===== src/hdl/segment_heap_allocator_macros.svh =====
// Assertion macros for the segment heap allocator.
// Used by the top level; no other dependencies.
`ifndef SEGMENT_HEAP_ALLOCATOR_MACROS_SVH
`define SEGMENT_HEAP_ALLOCATOR_MACROS_SVH
`ifndef SYNTHESIS
`define SHA_ASSERT_IMP(label, clk, rst, a, c) \
   label: assert property (@(posedge clk) disable iff (rst) (a) |-> (c)) else $error("label");
`define SHA_ASSERT_NXT(label, clk, rst, a, c) \
   label: assert property (@(posedge clk) disable iff (rst) (a) |=> (c)) else $error("label");
`else
`define SHA_ASSERT_IMP(label, clk, rst, a, c)
`define SHA_ASSERT_NXT(label, clk, rst, a, c)
`endif
`endif


===== src/hdl/sha_pkg.sv =====
// Package for the segment heap allocator: payload structs, codes and constants.
// No dependencies.
`default_nettype none
package sha_pkg;
   localparam int MAX_SEGMENTS_DEF = 32;
   localparam int HEAP_BYTES_DEF   = 65536;

   localparam logic [1:0] FIT_FIRST = 2'd0;
   localparam logic [1:0] FIT_BEST  = 2'd1;
   localparam logic [1:0] FIT_WORST = 2'd2;
   localparam logic [1:0] FIT_NEXT  = 2'd3;

   localparam logic [1:0] ST_OK      = 2'd0;
   localparam logic [1:0] ST_ZERO    = 2'd1;
   localparam logic [1:0] ST_NOSPACE = 2'd2;
   localparam logic [1:0] ST_BADFREE = 2'd3;

   localparam logic REQ_ALLOC = 1'b0;
   localparam logic REQ_FREE  = 1'b1;

   localparam logic [1:0] CSR_FIT_MODE   = 2'd0;
   localparam logic [1:0] CSR_HEAP_LIMIT = 2'd1;
   localparam logic [1:0] CSR_HEADER     = 2'd2;

   typedef struct packed {
      logic        req_type;
      logic [16:0] req_size;
      logic [15:0] free_addr;
   } req_type_t_type;

   typedef struct packed {
      logic [1:0]  status;
      logic [15:0] data_addr;
      logic        was_reused;
      logic        grew_heap;
      logic        did_split;
      logic [1:0]  merges_done;
      logic [5:0]  segments_scanned;
   } rsp_type;

   // one table entry
   typedef struct packed {
      logic [15:0] start;
      logic [16:0] size;
      logic        free;
      logic        dirty;
   } seg_type;

   // chain control shared by all cells
   typedef enum logic [1:0] {
      SH_HOLD  = 2'd0,
      SH_RIGHT = 2'd1,
      SH_LEFT  = 2'd2,
      SH_ROT   = 2'd3
   } shift_type;
endpackage
`default_nettype wire


===== src/hdl/sha_cell.sv =====
// One slot of the segment chain: holds an entry, can take from either neighbour.
// Depends on sha_pkg.
`default_nettype none
module sha_cell (
   input  wire logic              clock,
   input  wire sha_pkg::shift_type op,
   input  wire logic              load,
   input  wire sha_pkg::seg_type  load_val,
   input  wire sha_pkg::seg_type  from_left,
   input  wire sha_pkg::seg_type  from_right,
   output sha_pkg::seg_type       q
);
   sha_pkg::seg_type q_ff, q_in;

   always_comb begin
      q_in = q_ff;
      if (load) begin
         q_in = load_val;
      end else begin
         case (op)
            sha_pkg::SH_RIGHT: q_in = from_left;
            sha_pkg::SH_LEFT:  q_in = from_right;
            sha_pkg::SH_ROT:   q_in = from_right;
            default:           q_in = q_ff;
         endcase
      end
   end

   always_ff @(posedge clock) begin
      q_ff <= q_in;
   end

   assign q = q_ff;
endmodule
`default_nettype wire


===== src/hdl/segment_heap_allocator.sv =====
// Segment heap allocator. An address-ordered table of segments lives in a chain
// of cells that rotates one place per cycle past a head cell; the sequencer
// examines one segment per cycle as it passes. A request is handled one at a
// time. After acceptance, one full revolution of the chain covers the search
// (a zero-size alloc skips it), followed by a decide step in S_DECIDE. Then come
// the table updates: a split insert runs S_INS then S_INS2, an in-place grant or
// a heap growth runs S_RM2, and a free runs S_FREE per merge check, S_RM per
// removal and S_RM2 for the final write. No space, a bad free and a zero size go
// straight to S_DONE, which moves the result into the output register once that
// register can take it. A result held by rsp_stall lets the next request run
// until its own result is due. req_stall is also raised while a register write
// is offered.
// Depends on sha_pkg and segment_heap_allocator_macros.svh.
`default_nettype none
`include "segment_heap_allocator_macros.svh"
module segment_heap_allocator #(
   parameter int MAX_SEGMENTS = sha_pkg::MAX_SEGMENTS_DEF,
   parameter int HEAP_BYTES   = sha_pkg::HEAP_BYTES_DEF
) (
   input  wire logic                    clock,
   input  wire logic                    reset,
   input  wire logic                    req_valid,
   output logic                         req_stall,
   input  wire sha_pkg::req_type_t_type req_data,
   output logic                         rsp_valid,
   input  wire logic                    rsp_stall,
   output sha_pkg::rsp_type             rsp_data,
   input  wire logic                    csr_valid,
   output logic                         csr_ready,
   input  wire logic [1:0]              csr_index,
   input  wire logic [16:0]             csr_wdata
);
   localparam int N  = MAX_SEGMENTS;
   localparam int IW = $clog2(N);
   localparam int CW = $clog2(N + 1);
   localparam logic [16:0] HEAP_LIM =
      (HEAP_BYTES > 65536) ? 17'd65536 : 17'(HEAP_BYTES);

   typedef enum logic [3:0] {
      S_IDLE, S_SCAN, S_DECIDE, S_INS, S_INS2, S_FREE, S_RM, S_RM2, S_DONE
   } state_type;

   state_type state_ff;
   // Scan rotates the chain. The entry at cell 0 has logical index pos_ff.
   // Outside scan the chain is at rotation zero (cell i holds entry i).
   sha_pkg::seg_type cell_q [N];
   sha_pkg::shift_type op;
   logic [N-1:0] load;
   sha_pkg::seg_type load_val;
   logic [IW-1:0] tgt;     // cell for left/right shifts: cells >= tgt move left, cells > tgt move right

   logic [1:0]  fit_mode_ff;
   logic [16:0] heap_limit_ff;
   logic [6:0]  header_ff;
   logic [CW-1:0] count_ff, cursor_ff, pos_ff, k_ff, rm_ff;
   logic [16:0] top_ff;
   logic        found_ff, stop_ff, rtype_ff;
   logic [17:0] need_ff;
   logic [15:0] faddr_ff;
   sha_pkg::seg_type ksel_ff, cur_ff, rem_ff;
   logic        left_pass_ff;
   sha_pkg::rsp_type res_ff;
   sha_pkg::rsp_type rsp_ff;
   logic        rsp_valid_ff;

   sha_pkg::seg_type head, nxt, prv;
   logic in_range;
   logic [18:0] grow_end;
   logic [16:0] heap_cap;
   logic split_ok, grow_ok, rsp_load;

   genvar g;
   generate
      for (g = 0; g < N; g++) begin : g_cell
         sha_pkg::seg_type fl, fr;
         sha_pkg::shift_type cop;
         assign fl  = cell_q[(g + N - 1) % N];
         assign fr  = cell_q[(g + 1) % N];
         always_comb begin
            cop = op;
            if ((op == sha_pkg::SH_RIGHT || op == sha_pkg::SH_LEFT) && IW'(g) < tgt)
               cop = sha_pkg::SH_HOLD;
            if (op == sha_pkg::SH_RIGHT && IW'(g) == tgt) cop = sha_pkg::SH_HOLD;
         end
         sha_cell u_cell (
            .clock(clock), .op(cop), .load(load[g]), .load_val(load_val),
            .from_left(fl), .from_right(fr), .q(cell_q[g])
         );
      end
   endgenerate

   assign head      = cell_q[0];
   assign nxt       = cell_q[IW'(k_ff + 1'b1)];
   assign prv       = cell_q[IW'(k_ff - 1'b1)];
   assign in_range  = pos_ff < count_ff;
   assign grow_end  = 19'(top_ff) + 19'(header_ff) + 19'(need_ff);
   assign heap_cap  = (heap_limit_ff < HEAP_LIM) ? heap_limit_ff : HEAP_LIM;
   assign split_ok  = (19'(ksel_ff.size) >= 19'(need_ff) + 19'(header_ff) + 19'd4) &&
                      (count_ff < CW'(N));
   assign grow_ok   = (count_ff < CW'(N)) && (grow_end <= 19'(heap_cap));
   assign rsp_load  = (state_ff == S_DONE) && (!rsp_valid_ff || !rsp_stall);

   always_comb begin
      op = sha_pkg::SH_HOLD;
      load = '0;
      load_val = cur_ff;
      tgt = '0;
      case (state_ff)
         S_SCAN: op = sha_pkg::SH_ROT;
         S_INS: begin
            // open a gap at k+1; the granted part goes back into cell k
            op = sha_pkg::SH_RIGHT;
            tgt = IW'(k_ff + 1'b1);
            load[k_ff[IW-1:0]] = 1'b1;
         end
         S_INS2: begin
            load[IW'(k_ff + 1'b1)] = 1'b1;
            load_val = rem_ff;
         end
         S_RM: begin
            op = sha_pkg::SH_LEFT;
            tgt = rm_ff[IW-1:0];
         end
         S_RM2: load[k_ff[IW-1:0]] = 1'b1;
         default: ;
      endcase
   end

   always_ff @(posedge clock) begin
      if (reset) begin
         state_ff <= S_IDLE;
         fit_mode_ff <= sha_pkg::FIT_FIRST;
         heap_limit_ff <= 17'd65536;
         header_ff <= 7'd24;
         count_ff <= '0;
         top_ff <= '0;
         cursor_ff <= CW'(N);
         rsp_valid_ff <= 1'b0;
      end else begin
         if (rsp_load) begin
            rsp_ff <= res_ff;
            rsp_valid_ff <= 1'b1;
         end else if (!rsp_stall) begin
            rsp_valid_ff <= 1'b0;
         end
         if (csr_valid && csr_ready) begin
            case (csr_index)
               sha_pkg::CSR_FIT_MODE:   fit_mode_ff <= csr_wdata[1:0];
               sha_pkg::CSR_HEAP_LIMIT: heap_limit_ff <= csr_wdata;
               sha_pkg::CSR_HEADER:     header_ff <= csr_wdata[6:0];
               default: ;
            endcase
         end
         case (state_ff)
            S_IDLE: begin
               if (req_valid && !req_stall) begin
                  rtype_ff <= req_data.req_type;
                  need_ff <= (18'(req_data.req_size) + 18'd3) & ~18'd3;
                  faddr_ff <= req_data.free_addr;
                  res_ff <= '0;
                  found_ff <= 1'b0;
                  stop_ff <= 1'b0;
                  left_pass_ff <= 1'b0;
                  pos_ff <= '0;
                  // zero size skips the scan
                  if (req_data.req_type == sha_pkg::REQ_ALLOC && req_data.req_size == '0)
                     state_ff <= S_DECIDE;
                  else
                     state_ff <= S_SCAN;
               end
            end
            S_SCAN: begin
               // head holds entry pos_ff
               if (in_range && !stop_ff) begin
                  if (rtype_ff == sha_pkg::REQ_FREE) begin
                     if (head.start == faddr_ff) begin
                        found_ff <= 1'b1; stop_ff <= 1'b1; k_ff <= pos_ff;
                        ksel_ff <= head;
                     end
                  end else if (fit_mode_ff != sha_pkg::FIT_NEXT ||
                               cursor_ff >= count_ff || pos_ff >= cursor_ff) begin
                     res_ff.segments_scanned <= res_ff.segments_scanned + 6'd1;
                     if (head.free && head.size >= need_ff) begin
                        case (fit_mode_ff)
                           sha_pkg::FIT_BEST: begin
                              if (!found_ff || head.size < ksel_ff.size) begin
                                 found_ff <= 1'b1; k_ff <= pos_ff; ksel_ff <= head;
                              end
                              if (head.size == need_ff) stop_ff <= 1'b1;
                           end
                           sha_pkg::FIT_WORST: begin
                              if (!found_ff || head.size > ksel_ff.size) begin
                                 found_ff <= 1'b1; k_ff <= pos_ff; ksel_ff <= head;
                              end
                           end
                           default: begin
                              found_ff <= 1'b1; k_ff <= pos_ff; ksel_ff <= head;
                              stop_ff <= 1'b1;
                           end
                        endcase
                     end
                  end
               end
               pos_ff <= pos_ff + 1'b1;
               if (pos_ff == CW'(N - 1)) state_ff <= S_DECIDE;
            end
            S_DECIDE: begin
               if (rtype_ff == sha_pkg::REQ_FREE) begin
                  if (!found_ff || ksel_ff.free) begin
                     res_ff.status <= sha_pkg::ST_BADFREE;
                     state_ff <= S_DONE;
                  end else begin
                     cur_ff <= '{start: ksel_ff.start, size: ksel_ff.size,
                                 free: 1'b1, dirty: ksel_ff.dirty};
                     state_ff <= S_FREE;
                  end
               end else if (need_ff == '0) begin
                  res_ff.status <= sha_pkg::ST_ZERO;
                  state_ff <= S_DONE;
               end else if (found_ff) begin
                  res_ff.was_reused <= ksel_ff.dirty;
                  res_ff.data_addr <= ksel_ff.start;
                  if (fit_mode_ff == sha_pkg::FIT_NEXT) cursor_ff <= k_ff;
                  cur_ff <= '{start: ksel_ff.start,
                              size: split_ok ? 17'(need_ff) : ksel_ff.size,
                              free: 1'b0, dirty: 1'b1};
                  if (split_ok) begin
                     rem_ff <= '{start: 16'(19'(ksel_ff.start) + 19'(need_ff) +
                                            19'(header_ff)),
                                 size: 17'(19'(ksel_ff.size) - 19'(need_ff) -
                                           19'(header_ff)),
                                 free: 1'b1, dirty: ksel_ff.dirty};
                     res_ff.did_split <= 1'b1;
                     state_ff <= S_INS;
                  end else begin
                     state_ff <= S_RM2;
                  end
               end else begin
                  if (fit_mode_ff == sha_pkg::FIT_NEXT) cursor_ff <= CW'(N);
                  if (grow_ok) begin
                     res_ff.grew_heap <= 1'b1;
                     res_ff.data_addr <= 16'(top_ff + 17'(header_ff));
                     k_ff <= count_ff;
                     cur_ff <= '{start: 16'(top_ff + 17'(header_ff)), size: 17'(need_ff),
                                 free: 1'b0, dirty: 1'b1};
                     top_ff <= 17'(grow_end);
                     count_ff <= count_ff + 1'b1;
                     state_ff <= S_RM2;
                  end else begin
                     res_ff.status <= sha_pkg::ST_NOSPACE;
                     state_ff <= S_DONE;
                  end
               end
            end
            S_INS: begin
               if (cursor_ff < count_ff && cursor_ff >= k_ff + 1'b1 &&
                   fit_mode_ff != sha_pkg::FIT_NEXT)
                  cursor_ff <= cursor_ff + 1'b1;
               count_ff <= count_ff + 1'b1;
               state_ff <= S_INS2;
            end
            S_INS2: state_ff <= S_DONE;
            S_FREE: begin
               // right neighbour first, then left
               if (!left_pass_ff && k_ff + 1'b1 < count_ff && nxt.free) begin
                  cur_ff <= '{start: cur_ff.start,
                              size: cur_ff.size + 17'(header_ff) + nxt.size,
                              free: 1'b1, dirty: cur_ff.dirty | nxt.dirty};
                  rm_ff <= k_ff + 1'b1;
                  res_ff.merges_done <= res_ff.merges_done + 2'd1;
                  state_ff <= S_RM;
               end else if (k_ff != '0 && prv.free) begin
                  cur_ff <= '{start: prv.start,
                              size: prv.size + 17'(header_ff) + cur_ff.size,
                              free: 1'b1, dirty: prv.dirty | cur_ff.dirty};
                  rm_ff <= k_ff;
                  k_ff <= k_ff - 1'b1;
                  res_ff.merges_done <= res_ff.merges_done + 2'd1;
                  left_pass_ff <= 1'b1;
                  state_ff <= S_RM;
               end else begin
                  state_ff <= S_RM2;
               end
            end
            S_RM: begin
               if (cursor_ff < count_ff && cursor_ff >= rm_ff && cursor_ff != '0)
                  cursor_ff <= cursor_ff - 1'b1;
               count_ff <= count_ff - 1'b1;
               if (left_pass_ff) begin
                  state_ff <= S_RM2;
               end else begin
                  left_pass_ff <= 1'b1;
                  state_ff <= S_FREE;
               end
            end
            S_RM2: state_ff <= S_DONE;
            S_DONE: begin
               if (rsp_load) state_ff <= S_IDLE;
            end
            default: state_ff <= S_IDLE;
         endcase
      end
   end

   assign req_stall = (state_ff != S_IDLE) || csr_valid;
   assign rsp_valid = rsp_valid_ff;
   assign rsp_data  = rsp_ff;
   assign csr_ready = (state_ff == S_IDLE) && !rsp_valid_ff;
   `SHA_ASSERT_IMP(a_csr_idle, clock, reset, csr_valid && csr_ready, state_ff == S_IDLE)
   `SHA_ASSERT_IMP(a_count_max, clock, reset, 1'b1, count_ff <= CW'(N))
   `SHA_ASSERT_IMP(a_no_accept_busy, clock, reset, state_ff != S_IDLE, req_stall)
   `SHA_ASSERT_NXT(a_rsp_hold, clock, reset, rsp_valid && rsp_stall, rsp_valid && $stable(rsp_data))
endmodule
`default_nettype wire


===== config.mk =====
export PLATFORM = sky130hd
export DESIGN_NAME = segment_heap_allocator
export DESIGN_NICKNAME = d
export VERILOG_FILES = /design/src/hdl/sha_pkg.sv /design/src/hdl/sha_cell.sv /design/src/hdl/segment_heap_allocator.sv
export VERILOG_INCLUDE_DIRS = /design/src /design/src/hdl
export SDC_FILE = /design/constraint.sdc
export NUM_CORES = 2
export LEC_CHECK = 0
export ABC_AREA = 1
export ABC_CLOCK_PERIOD_IN_PS = 8810
export BUFFER_PORTS_ARGS = -buffer_cell sky130_fd_sc_hd__buf_4
export CAP_MARGIN = 20
export CORE_ASPECT_RATIO = 1.75
export CORE_UTILIZATION = 27
export CTS_CLUSTER_DIAMETER = 50
export DETAILED_ROUTE_END_ITERATION = 10
export GPL_TIMING_DRIVEN = 1
export PLACE_DENSITY = 0.39
export SETUP_SLACK_MARGIN = 0.15
export SLEW_MARGIN = 20
export SYNTH_ARGS = -nofsm -noshare
export SYNTH_HDL_FRONTEND = slang
export SYNTH_SLANG_ARGS = --single-unit
export TNS_END_PERCENT = 50

===== constraint.sdc =====
create_clock -name clock -period 8.81 [get_ports clock]
set_input_delay 0.881 -clock clock [delete_from_list [all_inputs] [get_ports clock]]
set_output_delay 0.881 -clock clock [all_outputs]
set_load 0.02 [all_outputs]

==> impl_metrics.csv <==
group,metric,value,unit
detailed_routing,drt_iter0_drc,10100,
min_path,hold_end,"faddr_ff[8]",
min_path,hp-class,"input pin to flip-flop",
timing,maxSlewViolCount,0,
clock_tree,clock_sinks,1396,
synth,synth_ff_type,"edfxtp_1",
global_routing,overflow,0,
timing,worst_slew_pin_slew,1.30,ns
place,place_congestion,1.04,
timing,timing.final.ws_setup,1.85,ns
synth,synth-edff-count,1336,
pwr,vdd_drop_max,0.136,mV
place,postPlaceCellArea,0.0959,sq mm
detailed_routing,vias,89100,
clock_tree,post-cts-setup-buffer-count,0,
clock_tree,clockBufferDepth,4,
pwr,p_switching,13.7,mW
floorplanning,die_h,766,um
clock_tree,cts.repair.resized,0,
layout,layout.nets,11200,
clock_tree,hold_buffers,0,
layout,mostFrequentLayoutCells,"o21ai_0, nand2_1, edfxtp_1, a21oi_1, nor2_1",
clock_tree,cts_root_buf,"clkbuf_16",
place,place_ws,2.08,ns
timing,finalSetupTns,0,ns
worst_setup_path,end_kind,"flip-flop",
timing,max_freq,144,MHz
worst_setup_path,worstReg2RegStart,"k_ff[1]",
floorplanning,io_pins,90,
timing,max_slew_margin,12.8,%
synth,avgSynthCellArea,8.15,sq um
synth,synth_top_area_share,44.6,%
floorplanning,die_area,0.336,sq mm
worst_setup_path,crit_fanout,121,
floorplanning,initial_core_util,27.1,%
pwr,power_frac_comb,39.7,%
timing,finClkSkew,0.0598,ns
clock_tree,clk_pin_slew,0.07,ns
worst_setup_path,critical_path_arrival,7.68,ns
layout,drive_above_1_share,8.95,%
detailed_routing,drtPass1Iterations,10,
detailed_routing,wl_per_cell,37.2,um
pwr,p_per_area,299,mW/mm^2
detailed_routing,final_antenna_net_count,0,
timing,finalCritPeriodShare,79.0,%
layout,final_common_cell,"o21ai_0",
clock_tree,cts_tree,"done",
layout,area_delta_synth_final,13.0,%
pwr,p_seq_share,35.4,%
pwr,pwr-share-clk,24.9,%
synth,synthArstFlopShare,0,%
global_routing,grt_first_pass_wirelength,761,mm
synth,yosysTopAreaCell,"edfxtp_1",
place,port_buffers,89,
synth,ys_seq_area_share,45.9,%
detailed_routing,routed_wirelength,570,mm
layout,fill_cells,35500,
floorplanning,rows,280,
worst_setup_path,reg2reg_depth,24,
global_routing,grt_pass1_vias,85100,
worst_setup_path,rrSetupSlack,1.85,ns
detailed_routing,vias_per_cell,5.81,
run,maxCapViolCount,0,
timing,rsz0062_at_grt,"false",
global_routing,antenna_found_initial,35,
floorplanning,die_x,438,um
worst_setup_path,timing.rr.end,"cur_ff[14]",
worst_setup_path,startpoint_type,"flip-flop",
global_routing,grt_usage,33.0,%
worst_setup_path,crit_type,"flip-flop to flip-flop",
pwr,sw_frac_of_total,45.1,%
synth,ys_types,72,
timing,whs,0.152,ns
place,post-dp-hpwl,430,mm
min_path,min_from,"req_data[8]",
synth,syn_inst,11000,
synth,synth_area,0.0900,sq mm
run_status,status,"complete, no violations",
timing,finalCriticalPeriod,6.96,ns
synth,yosys_register_bits,1396,
detailed_routing,drc,0,
min_path,min_path_cells,1,
global_routing,grt_max_degree,132,
timing,hold_viol_final,0,
clock_tree,htree_levels,4,
pwr,cell_internal_pwr,16.7,mW
timing,finalSetupViolations,0,
synth,ys_top_cells_by_area,"edfxtp_1, o21ai_0, nand2_1",
pwr,p_leak,38.2,nW
clock_tree,clkLatencyLatePin,0.91,ns
layout,final_cell_area,0.102,sq mm
floorplanning,core-area,0.332,sq mm
worst_setup_path,required,9.53,ns
synth,yosys_warnings,0,
clock_tree,cts-buffers-inserted,179,
synth,syn_nets,11400,
[power groups by stage]
stage,combinational (mW),sequential [mW],clock [mW]
finish,12.1,10.8,7.56
global route,12.8,10.8,7.84
floorplan,6.73,9.97,0
detailed placement,11.7,10.8,0
global placement,11.7,10.8,0
CTS,11.8,10.7,7.68
[per-layer routing]
layer / vias up / GRT usage [%] / part of all wire, %
li1: 38800 / - / -
met1: 44200 / 34.7 / 34
met2: 4785 / 55.2 / 48
met3: 1264 / 4.67 / 6.4
met4: 10 / 33.9 / 12
met5: - / 0 / 0.0096
[state kept, by name, summed over array words and instances (netlist names), 17 cells and up]
register and cells:
g_cell.u_cell.q 1120, cur_ff 35, ksel_ff 35, rem_ff 34, res_ff 29, rsp_data 29
heap_limit_ff 17, top_ff 17
[logic make-up after synthesis]
logic type	Yosys count	share of synthesized area, %
flops	1396	45.9
fa+ha+maj	301	4.50
compound gates	4290	26.1
xor+xnor	115	1.16
buf+inv	1723	7.58
mux	35	0.389
simple gates	3181	14.4
[Yosys cell counts (11+ instances only)]
master    count
a211oi_1     61
a21o_1       11
a21oi_1    1210
a221oi_1     29
a22oi_1      53
a31oi_1      54
and2_1       32
buf_1        40
buf_2       181
buf_4        24
clkbuf_1    608
clkinv_1     13
dfxtp_1      60
edfxtp_1   1336
fa_1         38
ha_1        263
inv_1       789
inv_2        59
mux2i_1      35
nand2_1    1678
nand2_2      22
nand3_1     320
nand4_1      50
nor2_1      967
nor3_1       48
nor4_1       11
o211ai_1     93
o21ai_0    1976
o21ai_1     177
o22ai_1     464
o22ai_2      18
o311ai_0     54
o31ai_1      14
or2_2        17
xnor2_1      32
xor2_1       80
[final cells by class]
cell class / instances / area [sq um] / area share [%]
inverters: 865 / 3280 / 3.22
clock inverters: 102 / 938 / 0.923
clock buffers: 211 / 4700 / 4.63
repair buffers: 437 / 3470 / 3.41
well taps: 4371 / 5470 / 5.38
diodes: 33 / 82.6 / 0.0812
multi-input cells: 7922 / 42400 / 41.7
flip-flops and latches: 1396 / 41300 / 40.6
[worst max-delay path by stage]
stage / start / to / slack, ns / cells after the start
floorplan: k_ff[0] / g_cell[25].u_cell.q[0] / 1.27 / 15
global placement: k_ff[1] / cur_ff[18] / 2.01 / 22
detailed placement: k_ff[1] / cur_ff[18] / 2.08 / 22
CTS: k_ff[1] / cur_ff[18] / 2.04 / 22
global route: k_ff[1] / cur_ff[18] / 1.69 / 23
finish: k_ff[1] / cur_ff[14] / 1.85 / 24
[per-stage QoR]
step / power (mW) / cells / utilization (%)
2_1_floorplan: 16.7 / 11000 / -
5_1_grt: 31.4 / 15300 / 30.6
3_3_place_gp: 22.5 / 15000 / 28.9
4_1_cts: 30.2 / 15300 / 30.6
6_report: 30.4 / 15300 / 30.6
3_5_place_dp: 22.6 / 15000 / 28.9
[critical path: stages (launching register included)]
cell,delay [ns]
edfxtp_1,0.56
inv_1,0.34
ha_4,0.85
inv_8,0.42
buf_12,0.32
buf_4,0.30
a21oi_1,0.19
o21ai_0,0.11
nand3_1,0.23
nand3_1,0.32
o31ai_1,0.30
inv_1,0.15
ha_1,0.31
ha_1,0.42
a21oi_1,0.67
nand2_1,0.30
nand2_1,0.12
nand2_1,0.09
nand2_1,0.08
nand2_1,0.08
nand2_1,0.08
nand2_1,0.06
o21ai_0,0.19
nand2_1,0.07
nand2_1,0.08
(Power assumes the default switching activity.)
